===== src/design/assert_macros.svh =====
// assertion macros for the design files, included by the top level
// no dependencies
`ifndef ASSERT_MACROS_SVH
`define ASSERT_MACROS_SVH
`ifndef SYNTHESIS
`define ASSERT_IMPL(label, clk, rst, a, b) \
  label: assert property (@(posedge clk) disable iff (rst) (a) |-> (b)) \
    else $error("assertion failed");
`define ASSERT_NEXT(label, clk, rst, a, b) \
  label: assert property (@(posedge clk) disable iff (rst) (a) |=> (b)) \
    else $error("assertion failed");
`else
`define ASSERT_IMPL(label, clk, rst, a, b)
`define ASSERT_NEXT(label, clk, rst, a, b)
`endif
`endif


===== src/design/psc_pkg.sv =====
// types and constants of the pad stick and trigger conditioner
// no dependencies
`timescale 1ns / 1ps
package psc_pkg;
  localparam int DivSteps = 7;
  // magnitude, products, side select, numerators, divider, sign restore
  localparam int Stages = DivSteps + 5;

  typedef enum logic [2:0] {
    REG_DEAD_ZONE       = 3'd0,
    REG_OUTER_X         = 3'd1,
    REG_OUTER_Y         = 3'd2,
    REG_CORNER_X        = 3'd3,
    REG_CORNER_Y        = 3'd4,
    REG_TRIGGER_FLOOR   = 3'd5,
    REG_TRIGGER_CEILING = 3'd6
  } reg_idx_t;

  typedef struct packed {
    logic [6:0] dead_zone;
    logic [6:0] outer_x;
    logic [6:0] outer_y;
    logic [6:0] corner_x;
    logic [6:0] corner_y;
    logic [7:0] trigger_floor;
    logic [7:0] trigger_ceiling;
  } cfg_t;
endpackage


===== src/design/psc_stick.sv =====
// one stick: dead zone, octagon test, pipelined divider, sign restore
// depends on psc_pkg
`timescale 1ns / 1ps
module psc_stick (
  input  logic clk,
  input  logic en,
  input  psc_pkg::cfg_t regs,
  input  logic signed [7:0] x,
  input  logic signed [7:0] y,
  output logic signed [7:0] x_out,
  output logic signed [7:0] y_out
);
  localparam int N = psc_pkg::DivSteps;

  // stage 1: magnitude less dead zone
  logic [7:0] ax, ay;
  logic [7:0] mx1, my1;
  logic nx1, ny1;
  assign ax = x[7] ? 8'(-x) : 8'(x);
  assign ay = y[7] ? 8'(-y) : 8'(y);
  always_ff @(posedge clk) begin
    if (en) begin
      mx1 <= (ax > {1'b0, regs.dead_zone}) ? ax - {1'b0, regs.dead_zone} : 8'd0;
      my1 <= (ay > {1'b0, regs.dead_zone}) ? ay - {1'b0, regs.dead_zone} : 8'd0;
      nx1 <= x[7];
      ny1 <= y[7];
    end
  end

  // stage 2: products
  logic [14:0] cymx2, cxmy2;
  logic signed [16:0] qa2, qb2;
  logic [13:0] la2, lb2;
  logic [7:0] mx2, my2;
  logic nx2, ny2;
  logic signed [7:0] dxo, dyo;
  assign dxo = $signed({1'b0, regs.outer_x}) - $signed({1'b0, regs.corner_x});
  assign dyo = $signed({1'b0, regs.outer_y}) - $signed({1'b0, regs.corner_y});
  always_ff @(posedge clk) begin
    if (en) begin
      cymx2 <= regs.corner_y * mx1;
      cxmy2 <= regs.corner_x * my1;
      qa2   <= dxo * $signed({1'b0, my1});
      qb2   <= dyo * $signed({1'b0, mx1});
      la2   <= regs.corner_y * regs.outer_x;
      lb2   <= regs.corner_x * regs.outer_y;
      mx2 <= mx1;
      my2 <= my1;
      nx2 <= nx1;
      ny2 <= ny1;
    end
  end

  // stage 3: octagon side and scale decision
  logic sel;
  logic signed [17:0] dsel;
  logic [13:0] lsel;
  logic [14:0] d3;
  logic [13:0] l3;
  logic sc3;
  logic [7:0] mx3, my3;
  logic nx3, ny3;
  assign sel  = cxmy2 <= cymx2;
  assign dsel = sel ? $signed({3'b0, cymx2}) + 18'(qa2)
                    : $signed({3'b0, cxmy2}) + 18'(qb2);
  assign lsel = sel ? la2 : lb2;
  always_ff @(posedge clk) begin
    if (en) begin
      d3  <= dsel[14:0];
      l3  <= lsel;
      sc3 <= $signed({4'b0, lsel}) < dsel;
      mx3 <= mx2;
      my3 <= my2;
      nx3 <= nx2;
      ny3 <= ny2;
    end
  end

  // stage 4: numerators
  logic [21:0] rx [0:N];
  logic [21:0] ry [0:N];
  logic [N-1:0] qx [0:N];
  logic [N-1:0] qy [0:N];
  logic [14:0] dd [0:N];
  logic sc [0:N];
  logic [7:0] mx [0:N];
  logic [7:0] my [0:N];
  logic nx [0:N];
  logic ny [0:N];
  always_ff @(posedge clk) begin
    if (en) begin
      rx[0] <= l3 * mx3;
      ry[0] <= l3 * my3;
      qx[0] <= '0;
      qy[0] <= '0;
      dd[0] <= d3;
      sc[0] <= sc3;
      mx[0] <= mx3;
      my[0] <= my3;
      nx[0] <= nx3;
      ny[0] <= ny3;
    end
  end

  // divider: one quotient bit per stage
  for (genvar j = 0; j < N; j++) begin : g_div
    localparam int K = N - 1 - j;
    logic [22:0] dsh;
    assign dsh = 23'(dd[j]) << K;
    always_ff @(posedge clk) begin
      if (en) begin
        if ({1'b0, rx[j]} >= dsh) begin
          rx[j+1] <= 22'({1'b0, rx[j]} - dsh);
          qx[j+1] <= qx[j] | (N'(1) << K);
        end else begin
          rx[j+1] <= rx[j];
          qx[j+1] <= qx[j];
        end
        if ({1'b0, ry[j]} >= dsh) begin
          ry[j+1] <= 22'({1'b0, ry[j]} - dsh);
          qy[j+1] <= qy[j] | (N'(1) << K);
        end else begin
          ry[j+1] <= ry[j];
          qy[j+1] <= qy[j];
        end
        dd[j+1] <= dd[j];
        sc[j+1] <= sc[j];
        mx[j+1] <= mx[j];
        my[j+1] <= my[j];
        nx[j+1] <= nx[j];
        ny[j+1] <= ny[j];
      end
    end
  end

  // final stage: pick scaled value, restore sign
  logic [7:0] vx, vy;
  assign vx = sc[N] ? 8'(qx[N]) : mx[N];
  assign vy = sc[N] ? 8'(qy[N]) : my[N];
  always_ff @(posedge clk) begin
    if (en) begin
      x_out <= nx[N] ? $signed(8'(-vx)) : $signed(vx);
      y_out <= ny[N] ? $signed(8'(-vy)) : $signed(vy);
    end
  end
endmodule


===== config.mk =====
export PLATFORM = sky130hd
export DESIGN_NAME = psc_stick
export DESIGN_NICKNAME = d
export VERILOG_FILES = /design/src/design/assert_macros.svh /design/src/design/psc_pkg.sv /design/src/design/psc_stick.sv
export SDC_FILE = /design/constraint.sdc
export NUM_CORES = 2
export LEC_CHECK = 0
export ABC_CLOCK_PERIOD_IN_PS = 5300
export BUFFER_PORTS_ARGS = -buffer_cell sky130_fd_sc_hd__buf_2
export CORE_ASPECT_RATIO = 1.2
export CORE_MARGIN = 10
export CORE_UTILIZATION = 40
export CTS_CLUSTER_SIZE = 30
export DETAILED_ROUTE_END_ITERATION = 8
export MAX_ROUTING_LAYER = met4
export PLACE_DENSITY = 0.63
export RECOVER_POWER = 50
export SETUP_SLACK_MARGIN = 0.5
export SYNTH_ARGS = -nofsm -noshare
export SYNTH_HDL_FRONTEND = slang
export SYNTH_SLANG_ARGS = --single-unit

===== constraint.sdc =====
create_clock -name clk -period 5.3 [get_ports clk]
set_input_delay 0 -clock clk [delete_from_list [all_inputs] [get_ports clk]]
set_output_delay 0 -clock clk [all_outputs]
set_load 0.005 [all_outputs]

Word-level counts from Yosys, hierarchy flattened
Memories as Yosys holds them, arrays and structs flattened.
Index checks and enable logic that the tools add are counted.
{ "op_classes": {"mul": 8, "addsub": 24, "muxes": 122, "n_lt_le_gt_ge": 18, "bitwise_logic": 28} }
{ "op_table": {"columns": ["operator", "count"], "rows": [
  ["$mux 22", 14],
  ["$mux 7", 14],
  ["$mux 1", 86],
  ["$mux 8", 6],
  ["$ge 22x15->1", 2],
  ["$ge 22x16->1", 2],
  ["$ge 22x17->1", 2],
  ["$ge 22x18->1", 2],
  ["$ge 22x19->1", 2],
  ["$ge 22x20->1", 2],
  ["$ge 22x21->1", 2],
  ["$mul 14x8->22", 2],
  ["$sub 22x15->22", 2],
  ["$sub 22x16->22", 2],
  ["$sub 22x17->22", 2],
  ["$sub 22x18->22", 2],
  ["$sub 22x19->22", 2],
  ["$sub 22x20->22", 2],
  ["$sub 22x21->22", 2],
  ["$add 16x17->18", 2],
  ["$mul 8x9->17", 2],
  ["$neg 8->8", 4],
  ["$mul 7x8->15", 2],
  ["$mul 7x7->14", 2],
  ["other kinds (8)", 38]
]} }
{ "word_totals": {"n_memories": 10, "ff_bits": 192, "wordCells": 233, "out_inout_bits": 16, "ram_bits": 736, "input_bits": 69} }
{ "mem_list": {"columns": ["name", "words", "width", "read_ports", "rd_clocked_by_memory_dff", "write_ports", "line", "text"], "rows": [
  ["rx", 8, 22, 7, 0, 8, "psc_stick.sv:80", "logic [21:0] rx [0:N];"],
  ["ry", 8, 22, 7, 0, 8, "psc_stick.sv:81", "logic [21:0] ry [0:N];"],
  ["dd", 8, 15, 7, 0, 8, "psc_stick.sv:84", "logic [14:0] dd [0:N];"],
  ["mx", 8, 8, 8, 0, 8, "psc_stick.sv:86", "logic [7:0] mx [0:N];"],
  ["my", 8, 8, 8, 0, 8, "psc_stick.sv:87", "logic [7:0] my [0:N];"],
  ["qx", 8, 7, 8, 0, 8, "psc_stick.sv:82", "logic [N-1:0] qx [0:N];"],
  ["+4 memories", null, null, null, null, null, null, null]
]} }

Longest topological paths before layout
An unclocked memory read counts as a cell.
{ "logic_depth": {"depth_word": 6, "depth_mapped": 28, "depth_no_buf": 28} }

Least setup slack after synthesis
No wires, ideal clock.
{ "synth_timing": {"path_kind": "input to register", "from": "in regs[37] (netlist bit)", "to": "reg qa2[16] (data pin)", "required_ns": 5.040, "path_buffers": 0, "setup_time_ns": 0.260, "t_arrival_ns": 5.177, "cell_stages": 27, "path_slack_ns": -0.137, "cell_sequence": "inv_1 -> ha_1 -> inv_1 -> fa_1 -> nand2_1 -> nand2_1 -> a21oi_1 -> o21bai_1 -> a21oi_1 -> xnor2_1 -> nand2_1 -> fa_1 -> fa_1 -> inv_1 -> fa_1 -> inv_1 -> fa_1 -> inv_1 -> ha_1 -> o21ai_0 -> a21boi_1 -> o21ai_0 -> nand2b_1 -> a21o_1 -> a41o_1 -> o41a_1 -> xnor2_1"} }
{ "synth_between": {"elab_chain_cells": 2} }
{ "synth_rtl": {"columns": ["item", "line", "text"], "rows": [
  ["start, declared", "psc_stick.sv:7", "input psc_pkg::cfg_t regs,"],
  ["$sub 7x7->8", "psc_stick.sv:37", "assign dxo = $signed({1'b0, regs.outer_x}) - $signed({1'b0, regs.corner_x});"],
  ["$mul 8x9->17", "psc_stick.sv:43", "qa2 <= dxo * $signed({1'b0, my1});"],
  ["end signal, assigned", "psc_stick.sv:43", null],
  ["end, declared", "psc_stick.sv:32", "logic signed [16:0] qa2, qb2;"]
]} }
Every way passes these cells.
A chain may end at the register's enable or synchronous reset.

==> results.txt <==
Outcome = complete, but fails checks
Violated checks = capacitance limit, slew limit
Initial Util = 0.402
Floorplan row count = 153
Relative slew slack = -0.749
Finished Layout Cells = 7609
Die area = 0.161 mm2
Htree depth = 3
Worst Hold Depth = 4
Total wirelength of the detailed-routed design = 138 mm
Vias in the first global route = 40200
Max_cap viols = 5
Routed Antenna Nets = 0
Setup Viol. Count Final = 0
Critical path capture point type = flip-flop
Post-synth EDFFs = 813
DR iter-0 viols = 2140
Ys async rst share = 0
Type of the most critical hold path = input port to flip-flop
Top cell type by total area after synthesis = edfxtp_1
Fin. Hold Viols = 0
Diode count = 0
Post-DR wirelength/cell = 18.1 um
Largest net degree at the start of global routing = 155
Min Tclk post-route = 5.01 ns
Crit path arrival time = 5.45 ns
Clock insertion delay at the later pin of the skew report = 0.73 ns
Clk buf depth = 3
Synth top cells by count = edfxtp_1, inv_1, ha_1
Ranking of synthesized cells by area = edfxtp_1, ha_1, fa_1, inv_1, nand2_1
First-pass GRT wire length = 215 mm
Total Routing Usage GR = 0.174
FF-to-FF path depth = 17
R2r setup slk = 0.29 ns
Top-level I/O count = 85
Drt via density = 5.06
Synthesized instance count = 5249
Most used cell, CP = fa_1
Fin nets = 6608
WS Path Type = flip-flop to flip-flop
GP Congestion = 0.929
DRC viols = 0
Fmax = 200 MHz
Mapped Avg Cell Area = 11.1 um2
Beginning of the worst hold path = regs[17]
Chip width = 368 um
Count of warnings emitted by yosys = 0
Slowest stage delay, CP = 0.54 ns
R2R Path End = rx[0][21]
CTS tree = yes
Total core area = 0.145 mm2
Startpoint Class = flip-flop
Post-synthesis sequential area ratio = 0.420
HPWL after detailed placement = 108 mm
Syn_nets = 6260
Area Overhead vs Synth = 14.9%
CP Max Fanout = 7
Post-place instance area = 0.0621 mm2
Initial antenna violation count = 0
Slew Limit Fails = 414
Drt first pass iters = 5
Total gr overflow = 0
Cell Area, Synth = 0.0581 mm2
IO buf count = 68
Hold EP = cymx2[1]
Die Y = 437 um
Part of the cycle the worst path needs = 0.945
Worst path required time = 5.75 ns
Worst-Margin Slew = 2.62 ns
CP cell instances = and2_4, fa_2, fa_1, inv_2, fa_1, inv_1, fa_1, ha_4, o21a_1, o31a_1, or4_4, a31oi_4, o21ai_2, o21ba_4, a41o_1, o41ai_2, xnor2_1
Flops & latches, synth = 813
Worst-path clk slew = 0.07 ns
Total CTS buffers = 91
Synth top area share = 0.420
RSZ-0062 raised after global routing = true
Slowest CP cell = edfxtp_1
Most common cell in the netlist = edfxtp_1
Vias post-DR = 38500
Post-synth cell types = 90
Fin area = 0.0667 mm2
Layout cells sized above 1 = 0.117
Clock Root Buffer = clkbuf_16
Final core utilization = 0.461
FF-to-FF Start = mx3[2]
Placed insts = 7323
Layout Skew = 0.0455 ns
CTS Sinks = 813
Most used flip-flop cell after synthesis = edfxtp_1
==> final cells by class <==
type,instances,area [um2]
multi-input cells,3667,31500
flip-flops and latches,813,24400
clock inverters,67,827
inverters,656,2490
clock buffers,101,2360
well taps,1937,2420
repair buffers,368,2720
fillers,13300,77800
==> repair_timing <==
| item | 4_1_cts | 5_1_grt |
|---|---|---|
| setup endpoints to repair | 18 | 26 |
| resized for setup | 39 | 108 |
| cloned | 0 | 1 |
| buffers inserted | 40 | 44 |
| pin swaps | 28 | 58 |
| hold buffers | 32 | 1 |
| endpoints found under the hold margin | 98 | 1 |
==> logic make-up after synthesis <==
| family | after synthesis | synth area share |
|---|---|---|
| simple gates | 1482 | 0.126 |
| fa+ha+maj | 942 | 0.247 |
| compound gates | 833 | 0.0920 |
| flops | 813 | 0.420 |
| buf+inv | 769 | 0.0499 |
| xor+xnor | 326 | 0.0492 |
| mux | 84 | 0.0157 |
==> worst max-delay path by stage <==
stage | endpoint | slack [ns] | cells past startpoint | from
6_report | rx[0][21] | 0.29 | 17 | mx3[2]
5_1_grt | qb2[16] | 0.08 | 16 | mx1[5]
4_1_cts | rx[0][21] | 0.33 | 17 | mx3[2]
3_5_place_dp | qb2[16] | -0.33 | 27 | regs[17]
3_3_place_gp | qb2[16] | -0.33 | 27 | regs[17]
2_1_floorplan | qb2[16] | 0.13 | 26 | regs[17]
==> metal layers <==
| metal | track usage | wire [um] | vias up |
|---|---|---|---|
| met5 | - | 0 | - |
| met4 | 0.103 | 9290 | 0 |
| met3 | 0.0188 | 3540 | 355 |
| met2 | 0.328 | 74600 | 681 |
| met1 | 0.170 | 50400 | 18600 |
| li1 | - | - | 18800 |
==> layout by cell type (no fill, tap or decap), types with 74 or more instances in the layout <==
master and instances:
nor3_1 74, nor2_1 254, o21ai_0 121, inv_1 633
nor2b_1 74, xor2_1 123, fa_1 334, edfxtp_1 813
nand2_1 510, buf_4 209, o21ai_1 80, xnor2_1 197
a21o_1 111, ha_1 579, and2_1 246, a21oi_1 214
clkbuf_16 93
==> per-stage QoR <==
stage | setup slack [ns] | hold slack, ns | setup TNS [ns]
floorplan | 0.130 | 0.0989 | 0
global placement | -0.331 | 0.307 | -0.485
detailed placement | -0.335 | 0.311 | -0.531
CTS | 0.328 | 0.00396 | 0
global route | 0.0843 | 0.0596 | 0
finish | 0.294 | 0.0256 | 0
==> registers in the layout, indices dropped and copies added (netlist names), 14 cells and up <==
register / cells
my: 64
lb2: 14
cymx2: 15
qy: 28
mx: 64
l3: 14
cxmy2: 15
dd: 105
rx: 154
d3: 15
qb2: 17
ry: 154
la2: 14
qx: 28
qa2: 17
==> worst max-delay path, delay by kind of cell (launching register included) <==
kind                       cells  cell delay [ns]
and+or+nand+nor                2             0.67
adders and majority gates      5             2.12
buffers and inverters          2             0.09
xor gates and xnor gates       1             0.11
AOI/OAI and AO/OA              7             1.21
DFF                            1             0.54
Power is not shown: default switching activity piles up to over one toggle a cycle in this logic, so the estimate is an artifact.
