$ cat src/design/assert_macros.svh
// assertion macros for the design files, included by the top level
// no dependencies
`ifndef ASSERT_MACROS_SVH
`define ASSERT_MACROS_SVH
`ifndef SYNTHESIS
`define ASSERT_IMPL(label, clk, rst, a, b) \
  label: assert property (@(posedge clk) disable iff (rst) (a) |-> (b)) \
    else $error("assertion failed");
`define ASSERT_NEXT(label, clk, rst, a, b) \
  label: assert property (@(posedge clk) disable iff (rst) (a) |=> (b)) \
    else $error("assertion failed");
`else
`define ASSERT_IMPL(label, clk, rst, a, b)
`define ASSERT_NEXT(label, clk, rst, a, b)
`endif
`endif

$ cat src/design/psc_pkg.sv
// types and constants of the pad stick and trigger conditioner
// no dependencies
`timescale 1ns / 1ps
package psc_pkg;
  localparam int DivSteps = 7;
  // magnitude, products, side select, numerators, divider, sign restore
  localparam int Stages = DivSteps + 5;

  typedef enum logic [2:0] {
    REG_DEAD_ZONE       = 3'd0,
    REG_OUTER_X         = 3'd1,
    REG_OUTER_Y         = 3'd2,
    REG_CORNER_X        = 3'd3,
    REG_CORNER_Y        = 3'd4,
    REG_TRIGGER_FLOOR   = 3'd5,
    REG_TRIGGER_CEILING = 3'd6
  } reg_idx_t;

  typedef struct packed {
    logic [6:0] dead_zone;
    logic [6:0] outer_x;
    logic [6:0] outer_y;
    logic [6:0] corner_x;
    logic [6:0] corner_y;
    logic [7:0] trigger_floor;
    logic [7:0] trigger_ceiling;
  } cfg_t;
endpackage

$ cat src/design/psc_ifs.sv


interface psc_cfg_if;
  logic valid;
  logic ready;
  logic [2:0] index;
  logic [7:0] data;
  modport source (output valid, index, data, input ready);
  modport sink (input valid, index, data, output ready);
endinterface

$ cat src/design/psc_cfg.sv
// configuration register file
// depends on psc_pkg and psc_ifs
`timescale 1ns / 1ps
module psc_cfg (
  input  logic clk,
  input  logic rst,
  psc_cfg_if.sink cfg,
  output psc_pkg::cfg_t regs
);
  assign cfg.ready = 1'b1;

  always_ff @(posedge clk) begin
    if (rst) begin
      regs.dead_zone       <= 7'd15;
      regs.outer_x         <= 7'd74;
      regs.outer_y         <= 7'd74;
      regs.corner_x        <= 7'd52;
      regs.corner_y        <= 7'd52;
      regs.trigger_floor   <= 8'd40;
      regs.trigger_ceiling <= 8'd210;
    end else if (cfg.valid) begin
      case (cfg.index)
        psc_pkg::REG_DEAD_ZONE:       regs.dead_zone       <= cfg.data[6:0];
        psc_pkg::REG_OUTER_X:         regs.outer_x         <= cfg.data[6:0];
        psc_pkg::REG_OUTER_Y:         regs.outer_y         <= cfg.data[6:0];
        psc_pkg::REG_CORNER_X:        regs.corner_x        <= cfg.data[6:0];
        psc_pkg::REG_CORNER_Y:        regs.corner_y        <= cfg.data[6:0];
        psc_pkg::REG_TRIGGER_FLOOR:   regs.trigger_floor   <= cfg.data;
        psc_pkg::REG_TRIGGER_CEILING: regs.trigger_ceiling <= cfg.data;
        default: ;
      endcase
    end
  end
endmodule

$ cat src/flat_wrapper.sv
// flat-port wrapper written by rule: the top's interface ports become plain ports
module psc_cfg_flat 
  (clk, rst, regs, cfg_valid, cfg_index, cfg_data, cfg_ready);
  psc_cfg_if cfg_i ();
  input  logic clk;
  input  logic rst;
  output psc_pkg::cfg_t regs;
  input wire logic [$bits(cfg_i.valid)-1:0] cfg_valid;
  input wire logic [$bits(cfg_i.index)-1:0] cfg_index;
  input wire logic [$bits(cfg_i.data)-1:0] cfg_data;
  output wire logic [$bits(cfg_i.ready)-1:0] cfg_ready;
  assign cfg_i.valid = cfg_valid;
  assign cfg_i.index = cfg_index;
  assign cfg_i.data = cfg_data;
  assign cfg_ready = cfg_i.ready;
  psc_cfg u_core (.clk(clk), .rst(rst), .cfg(cfg_i), .regs(regs));
endmodule
$ cat config.mk
export PLATFORM = sky130hd
export DESIGN_NAME = psc_cfg_flat
export DESIGN_NICKNAME = d
export VERILOG_FILES = /design/src/design/assert_macros.svh /design/src/design/psc_pkg.sv /design/src/design/psc_ifs.sv /design/src/design/psc_cfg.sv /design/src/flat_wrapper.sv
export SDC_FILE = /design/constraint.sdc
export NUM_CORES = 1
export LEC_CHECK = 0
export ABC_AREA = 1
export BUFFER_PORTS_ARGS = -buffer_cell sky130_fd_sc_hd__buf_4
export CAP_MARGIN = 20
export CORE_MARGIN = 1
export CORE_UTILIZATION = 53
export CTS_CLUSTER_SIZE = 20
export DETAILED_ROUTE_END_ITERATION = 10
export GPL_TIMING_DRIVEN = 0
export PLACE_DENSITY = 0.9
export SYNTH_ARGS = -nofsm -noshare
export SYNTH_HDL_FRONTEND = slang
export SYNTH_SLANG_ARGS = --single-unit
$ cat constraint.sdc
create_clock -name clk -period 2.3 [get_ports clk]
set_clock_uncertainty 0.05 [all_clocks]
set_input_delay 0.345 -clock clk [delete_from_list [all_inputs] [get_ports clk]]
set_output_delay 0.345 -clock clk [all_outputs]
set_load 0.1 [all_outputs]
# Word-level counts from Yosys, hierarchy flattened
# Index checks and enable logic that the tools add are counted.
[op_classes]
n_eq_ne = 6
n_reduce_logical = 8
[ops]
columns = ["operator", "count"]
rows = [
  ["AND reduction 2 bit", 7],
  ["== test 3 bit (second input constant)", 3],
  ["== test 3 x 2 -> 1 bit (second input constant)", 2],
  ["== test 3 x 1 -> 1 bit (second input constant)", 1],
  ["zero test 3 bit", 1],
]
[word_totals]
reg_bits = 51
out_inout_bits = 52
word_cells = 21

# Depth between registers and ports, before layout
# Gate-level depths: netlist of run 1.
[logic_depth]
depth_word = 2
mapped_depth = 6
mapped_depth_nobuf = 5

# Worst setup path before layout of run 1
# OpenSTA, ideal clock, no wires.
[synth_path]
kind = "reg-to-output"
from = "register u_core.regs[0] (netlist name)"
to = "output port regs[0] (netlist bit)"
t_arrival_ns = 0.925
required_ns = 1.905
slack_ns = 0.980
path_stages_with_launch = 1
path_buffers = 0
path_cell_list = "dfxtp_1"
[synth_lines]
columns = ["element", "line_no", "source"]
rows = [
  ["end: declaration", "flat_wrapper.sv:7", "output psc_pkg::cfg_t regs;"],
]
# No word-level cell between the ends.

# Final worst setup path of run 1
[layout_path]
from = "register u_core.regs[40] (netlist name)"
to = "output port regs[40] (netlist bit)"
# No word-level cell between the ends.

==> impl_metrics.env, run 1 <==
export IMPL_status="completed"
export IMPL_io_pins=66
export IMPL_ctsRootBufferMaster="clkbuf_8"
export IMPL_path_buf_inv=1
export IMPL_crit_fanout=2
export IMPL_chipHeight_microns=64.0
export IMPL_cp_top_family="flip-flops"
export IMPL_regMostFlops="u_core.regs"
export IMPL_hold_class="input port to register"
export IMPL_max_cap_viol_count=0
export IMPL_drtIter0Drc=115
export IMPL_numCtsBuffers=5
export IMPL_drtAntennaViolNets=0
export IMPL_yosys_area_top_type="dfxtp_1"
export IMPL_end_kind="output port"
export IMPL_layout_common_cells="nand2_1, buf_4, nor2_1, nand3_1, dfxtp_1"
export IMPL_clk_latency_ns=0.30
export IMPL_finalSetupViolations=0
export IMPL_diodes=0
export IMPL_rrSetupSlack_ns=1.64
export IMPL_rr_startpoint="u_core.regs[40]"
export IMPL_fin_crit_sh=0.600
export IMPL_grt_ovfl_total=0
export IMPL_clkTransAtPathRegs_ns=0.09
export IMPL_die_x_microns=64.0
export IMPL_min_period_ns=1.38
export IMPL_power_density_mw_per_mm2=706
export IMPL_cts_resized=0
export IMPL_yosys_warnings=0
export IMPL_ys_seq_area_frac=0.501
export IMPL_port_buffers=64
export IMPL_rsz0062_at_grt="false"
export IMPL_vias=2030
export IMPL_rr_worst_depth=2
export IMPL_final_common_cell="nand2_1"
export IMPL_rr_endpoint="u_core.regs[40]"
export IMPL_critPathCapture="regs[40]"
export IMPL_fin_nets=367
export IMPL_crit_path_top_delay_cell="dfxtp_1"
export IMPL_postCtsSetupBuffers=0
export IMPL_cts_tree="done"
export IMPL_num_rows=22
export IMPL_hold_buffers=0
export IMPL_initial_core_util=0.553
export IMPL_cts_sinks=51
export IMPL_wl_microns=4930
export IMPL_cp_slowest_stage_delay_ns=0.37
export IMPL_synth_cells=282
export IMPL_gp_routability_congestion=0.891
export IMPL_ctsLongestPathBuffers=2
export IMPL_startpoint_type="register"
export IMPL_largest_reg_flops=51
export IMPL_p_leak_nw=1.29
export IMPL_post_dp_cell_area_sq_mm=0.00258
export IMPL_crit_chain="buf_4"
export IMPL_worst_path_stages=1
export IMPL_grt_pass1_wl_microns=8510
export IMPL_fin_util=0.723
export IMPL_hold_depth=3
export IMPL_cp_startpoint="u_core.regs[40]"
export IMPL_grt_util_all_layers=0.269
export IMPL_die_area_sq_mm=0.00410
export IMPL_synth_seq_cells=51
export IMPL_synth_fp_nets=296
export IMPL_cts_htree_levels=2
export IMPL_remaining_drc_errors=0
export IMPL_grt_pass1_vias=1889
export IMPL_netlist_area_leader_share=0.501
export IMPL_wl_per_cell_microns=12.3
export IMPL_netlist_area_sq_mm=0.00204
export IMPL_ys_top_cells_by_area="dfxtp_1, nand2_1, nand3_1"
export IMPL_drt_pass1_iter_count=5
export IMPL_design_core_area_sq_mm=0.00369
export IMPL_design_area_sq_mm=0.00267
export IMPL_antenna_found_initial=0
export IMPL_top_regs="u_core.regs x51"
export IMPL_place_hpwl_microns=3690
export IMPL_grt_max_degree=16
export IMPL_ir_worst_vdd_mv=0.485
export IMPL_worstPathRequired_ns=1.90
export IMPL_drive_above_1_share=0.251
export IMPL_fin_tns_setup_ns=0
export IMPL_max_freq_ghz=0.725
export IMPL_synth_cell_types=15
export IMPL_drv_slew=0
export IMPL_vias_per_cell=5.05
export IMPL_cp_data_arrival_time_ns=0.98
export IMPL_critPathKind="register to output port"
export IMPL_syn_to_final_growth_pct=30.7
export IMPL_hold_viol=0
export IMPL_avgSynthCellArea_sq_um=7.23
[layer usage]
layer,routed length (microns),up-vias,track usage
met4,53,0,0.108
met2,2390,75,0.449
met3,348,7,0.0411
li1,-,1015,-
met1,2140,933,0.345
met5,0,-,0
[Yosys cell counts]
| library cell | instances |
|---|---|
| buf_4 | 2 |
| dfxtp_1 | 51 |
| nor2_1 | 58 |
| nand2_1 | 86 |
| nor2_2 | 4 |
| nand3_1 | 51 |
| inv_1 | 13 |
| nor2_4 | 7 |
| buf_6 | 2 |
| buf_1 | 1 |
| clkinv_1 | 1 |
| conb_1 | 1 |
| inv_2 | 1 |
| clkbuf_1 | 2 |
| buf_2 | 2 |
[worst min-delay path by stage]
| stage | slack [ns] | startpoint | to |
|---|---|---|---|
| after global placement | 0.40 | u_core.regs[4] | u_core.regs[4] |
| after floorplan | 0.41 | cfg_data[2] | u_core.regs[18] |
| final | 0.19 | cfg_data[0] | u_core.regs[44] |
| after detailed placement | 0.40 | u_core.regs[6] | u_core.regs[6] |
| after global routing | 0.21 | cfg_data[0] | u_core.regs[44] |
| after CTS | 0.19 | cfg_data[0] | u_core.regs[44] |
[cell type report]
| type | count | area (sq um) |
|---|---|---|
| timing repair buffer | 64 | 480 |
| clock inverter | 2 | 12.5 |
| sequential | 51 | 1020 |
| fill | 319 | 1020 |
| inverter | 15 | 56.3 |
| multi-input combinational | 207 | 903 |
| tap | 48 | 60.1 |
| clock buffer | 6 | 72.6 |
| buffer | 9 | 58.8 |
[cell families after synthesis]
kind of cell | synth area share
other | 0.00184
buffers and inverters | 0.0564
flip-flops | 0.501
AND/OR/NAND/NOR | 0.441
[metrics by stage]
| step | setup WS [ns] | std cells | hold slack [ns] | total power [mW] |
|---|---|---|---|---|
| 2_1_floorplan | 0.980 | 282 | 0.408 | 1.29 |
| 3_3_place_gp | 0.914 | 394 | 0.398 | 1.40 |
| 3_5_place_dp | 0.895 | 394 | 0.405 | 1.40 |
| 4_1_cts | 0.935 | 402 | 0.190 | 1.89 |
| 5_1_grt | 0.914 | 402 | 0.207 | 1.95 |
| 6_report | 0.921 | 402 | 0.192 | 1.88 |
[report_power, final]
part	total, mW	leakage (nW)	switching [mW]	internal (mW)
combinational	0.452	0.837	0.355	0.0971
clock	0.498	0.0412	0.285	0.213
sequential	0.931	0.415	0.0169	0.914
No activity file was read; power rests on OpenSTA's default activity.
==> run 2, diff against run 1 <==
CORE_UTILIZATION = 50   (was 53)
PLACE_DENSITY = 0.86   (was 0.9)
clock period = 1.4 ns   (was 2.3 ns; I/O delays follow)
==> impl_metrics.env, run 2 (synthesized netlist as in run 1, its figures left out) <==
export IMPL_chipHeight_microns=65.9
export IMPL_drv_slew=0
export IMPL_numCtsBuffers=5
export IMPL_regMostFlops="u_core.regs"
export IMPL_min_period_ns=1.23
export IMPL_layout_common_cells="nand2_1, buf_4, nor2_1, nand3_1, dfxtp_1"
export IMPL_max_freq_ghz=0.815
export IMPL_cts_tree="done"
export IMPL_diodes=0
export IMPL_power_density_mw_per_mm2=1170
export IMPL_fin_crit_sh=0.877
export IMPL_grt_pass1_vias=1898
export IMPL_p_leak_nw=1.30
export IMPL_cp_data_arrival_time_ns=0.97
export IMPL_wl_per_cell_microns=12.5
export IMPL_ctsLongestPathBuffers=2
export IMPL_remaining_drc_errors=0
export IMPL_gp_routability_congestion=0.935
export IMPL_hold_buffers=0
export IMPL_num_rows=22
export IMPL_io_pins=66
export IMPL_drtAntennaViolNets=0
export IMPL_grt_ovfl_total=0
export IMPL_drt_pass1_iter_count=4
export IMPL_largest_reg_flops=51
export IMPL_finalSetupViolations=0
export IMPL_drtIter0Drc=106
export IMPL_wl_microns=5020
export IMPL_cts_sinks=51
export IMPL_cts_resized=0
export IMPL_end_kind="output port"
export IMPL_cp_slowest_stage_delay_ns=0.36
export IMPL_top_regs="u_core.regs x51"
export IMPL_cp_top_family="flip-flops"
export IMPL_final_common_cell="nand2_1"
export IMPL_grt_pass1_wl_microns=8400
export IMPL_max_cap_viol_count=0
export IMPL_die_x_microns=65.9
export IMPL_grt_util_all_layers=0.257
export IMPL_ir_worst_vdd_mv=0.795
export IMPL_hold_class="input port to register"
export IMPL_hold_viol=0
export IMPL_port_buffers=64
export IMPL_crit_path_top_delay_cell="dfxtp_1"
export IMPL_cts_htree_levels=2
export IMPL_critPathKind="register to output port"
export IMPL_vias=2015
export IMPL_clkTransAtPathRegs_ns=0.09
export IMPL_rsz0062_at_grt="false"
export IMPL_crit_chain="buf_4"
export IMPL_drive_above_1_share=0.252
export IMPL_worst_slack_ns=0.173
export IMPL_path_buf_inv=1
export IMPL_status="completed"
export IMPL_place_hpwl_microns=3840
export IMPL_vias_per_cell=5.02
export IMPL_worstPathRequired_ns=1.14
export IMPL_postCtsSetupBuffers=0
export IMPL_startpoint_type="register"
export IMPL_clk_latency_ns=0.30
export IMPL_crit_fanout=2
export IMPL_syn_to_final_growth_pct=30.8
export IMPL_die_area_sq_mm=0.00434
export IMPL_initial_core_util=0.537
export IMPL_antenna_found_initial=0
export IMPL_ctsRootBufferMaster="clkbuf_8"
export IMPL_design_core_area_sq_mm=0.00380
export IMPL_dp_slack_ns=0.151
export IMPL_grt_max_degree=15
export IMPL_fin_nets=367
export IMPL_fin_tns_setup_ns=0
## run 2: cell count changes in the layout (fill, tap and decap cells not counted)
cell        change
clkinvlp_4      -1
clkbuf_8        +1
clkbuf_1        -1
## run 2: worst paths after layout
check | from | endpoint | slack [ns] | depth (start not counted)
max | u_core.regs[21] | regs[21] | 0.17 | 1
min | cfg_data[0] | u_core.regs[44] | 0.06 | 3
max reg2reg | u_core.regs[36] | u_core.regs[36] | 0.75 | 2
min reg2reg | u_core.regs[28] | u_core.regs[28] | 0.43 | 2
## run 2: through the flow
step | hold WS, ns | utilization | instance area [sq um] | std cells | power [mW]
2_1_floorplan | 0.273 | - | 2040 | 282 | 2.13
3_3_place_gp | 0.378 | 0.679 | 2580 | 394 | 2.29
3_5_place_dp | 0.378 | 0.679 | 2580 | 394 | 2.30
4_1_cts | 0.0656 | 0.702 | 2670 | 401 | 3.12
5_1_grt | 0.0635 | 0.702 | 2670 | 401 | 3.25
6_report | 0.0645 | 0.702 | 2670 | 401 | 3.11
## run 2: cell type report
class	count	area (sq um)
Clock buffer	6	82.6
Clock inverter	1	5.00
Inverter	15	56.3
Multi-Input combinational cell	207	903
Timing Repair Buffer	64	480
Tap cell	48	60.1
Sequential cell	51	1020
Fill cell	338	1130
Buffer	9	58.8
## run 2: power by group
group          switching, mW  total (mW)  internal (mW)
sequential            0.0277        1.53           1.50
clock                  0.452       0.840          0.388
combinational          0.582       0.741          0.160
## run 2: worst reg2reg max path: stages, from the launching register on
cell     delay, ns
dfxtp_1       0.33
nand2_1       0.07
nand3_1       0.07
## run 2: per-layer routing
layer / routed length [microns] / GRT usage
met3: 395 / 0.0810
met2: 2260 / 0.413
met4: 118 / 0.106
met5: 0 / 0
met1: 2250 / 0.316
==> run 3, diff against run 2 <==
PLACE_DENSITY = 0.79   (was 0.86)
==> impl_metrics.env, run 3 (synthesized netlist as in run 1, its figures left out) <==
export IMPL_status="completed"
export IMPL_postCtsSetupBuffers=0
export IMPL_final_common_cell="nand2_1"
export IMPL_max_freq_ghz=0.814
export IMPL_dp_slack_ns=0.124
export IMPL_cts_sinks=51
export IMPL_die_x_microns=65.9
export IMPL_register_area_sq_mm=0.00102
export IMPL_crit_fanout=2
export IMPL_post_dp_cell_area_sq_mm=0.00258
export IMPL_max_cap_viol_count=0
export IMPL_cp_slowest_stage_delay_ns=0.36
export IMPL_vias=2016
export IMPL_fin_nets=367
export IMPL_cp_top_family="flip-flops"
export IMPL_critPathKind="register to output port"
export IMPL_grt_pass1_vias=1814
export IMPL_ctsRootBufferMaster="clkbuf_8"
export IMPL_hold_buffers=0
export IMPL_clkTransAtPathRegs_ns=0.09
export IMPL_layout_common_cells="nand2_1, buf_4, nor2_1, nand3_1, dfxtp_1"
export IMPL_top_regs="u_core.regs x51"
export IMPL_end_kind="output port"
export IMPL_rsz0062_at_grt="false"
export IMPL_worstPathRequired_ns=1.14
export IMPL_grt_ovfl_total=0
export IMPL_startpoint_type="register"
export IMPL_drive_above_1_share=0.251
export IMPL_crit_chain="buf_4"
export IMPL_min_period_ns=1.23
export IMPL_port_buffers=64
export IMPL_io_pins=66
export IMPL_syn_to_final_growth_pct=31.4
export IMPL_vias_per_cell=5.01
export IMPL_ir_worst_vdd_mv=0.763
export IMPL_fillers=348
export IMPL_power_density_mw_per_mm2=1190
export IMPL_drtIter0Drc=121
export IMPL_hold_class="input port to register"
export IMPL_fin_tns_setup_ns=0
export IMPL_grt_util_all_layers=0.260
export IMPL_design_area_sq_mm=0.00268
export IMPL_cts_tree="done"
export IMPL_antenna_found_initial=0
export IMPL_regMostFlops="u_core.regs"
export IMPL_design_core_area_sq_mm=0.00380
export IMPL_cts_htree_levels=2
export IMPL_remaining_drc_errors=0
export IMPL_num_rows=22
export IMPL_gp_routability_congestion=0.825
export IMPL_largest_reg_flops=51
export IMPL_path_buf_inv=1
export IMPL_crit_path_top_delay_cell="dfxtp_1"
export IMPL_grt_max_degree=15
export IMPL_drt_pass1_iter_count=4
export IMPL_drv_slew=0
export IMPL_initial_core_util=0.537
export IMPL_place_hpwl_microns=3790
export IMPL_cp_data_arrival_time_ns=0.97
export IMPL_die_area_sq_mm=0.00434
export IMPL_drtAntennaViolNets=0
export IMPL_wl_microns=5190
export IMPL_ctsLongestPathBuffers=2
export IMPL_hold_ws_ns=0.0765
export IMPL_numCtsBuffers=5
export IMPL_hold_viol=0
export IMPL_diodes=0
export IMPL_finalSetupViolations=0
export IMPL_worst_slack_ns=0.171
export IMPL_wl_per_cell_microns=12.9
export IMPL_p_leak_nw=1.30
export IMPL_cts_resized=0
export IMPL_clk_latency_ns=0.30
export IMPL_grt_pass1_wl_microns=8320
export IMPL_chipHeight_microns=65.9
export IMPL_multiInputGateArea_sq_um=903
export IMPL_fin_crit_sh=0.878
-- run 3: layout make-up --
cell class              count  area share
multi-input cells         207       0.337
clock buffers               8      0.0373
repair buffers             64       0.179
well taps                  48      0.0224
flip-flops and latches     51       0.381
plain buffers               9      0.0219
inverters                  15      0.0210
-- run 3: stage by stage --
| stage | util | std cells | power (mW) |
|---|---|---|---|
| 5_1_grt | 0.706 | 402 | 3.31 |
| 6_report | 0.706 | 402 | 3.20 |
| 3_5_place_dp | 0.679 | 394 | 2.30 |
| 2_1_floorplan | - | 282 | 2.13 |
| 4_1_cts | 0.706 | 402 | 3.20 |
| 3_3_place_gp | 0.679 | 394 | 2.30 |
-- run 3: path summary, 6_finish.rpt --
| check | from | to | slack [ns] | depth (start not counted) |
|---|---|---|---|---|
| max | u_core.regs[11] | regs[11] | 0.17 | 1 |
| min | cfg_data[0] | u_core.regs[44] | 0.08 | 3 |
| max reg2reg | u_core.regs[36] | u_core.regs[36] | 0.74 | 2 |
| min reg2reg | u_core.regs[28] | u_core.regs[28] | 0.41 | 2 |
-- run 3: metal layers --
metal,global-route usage,vias up,part of all wire
li1,-,1022,-
met1,0.319,905,0.44
met4,0.103,0,0.017
met2,0.421,81,0.46
met5,0,-,0
met3,0.0776,8,0.080
-- run 3: where the power goes --
group | switching (mW) | internal (mW)
combinational | 0.585 | 0.160
sequential | 0.0276 | 1.50
clock | 0.471 | 0.452
total | 1.08 | 2.11
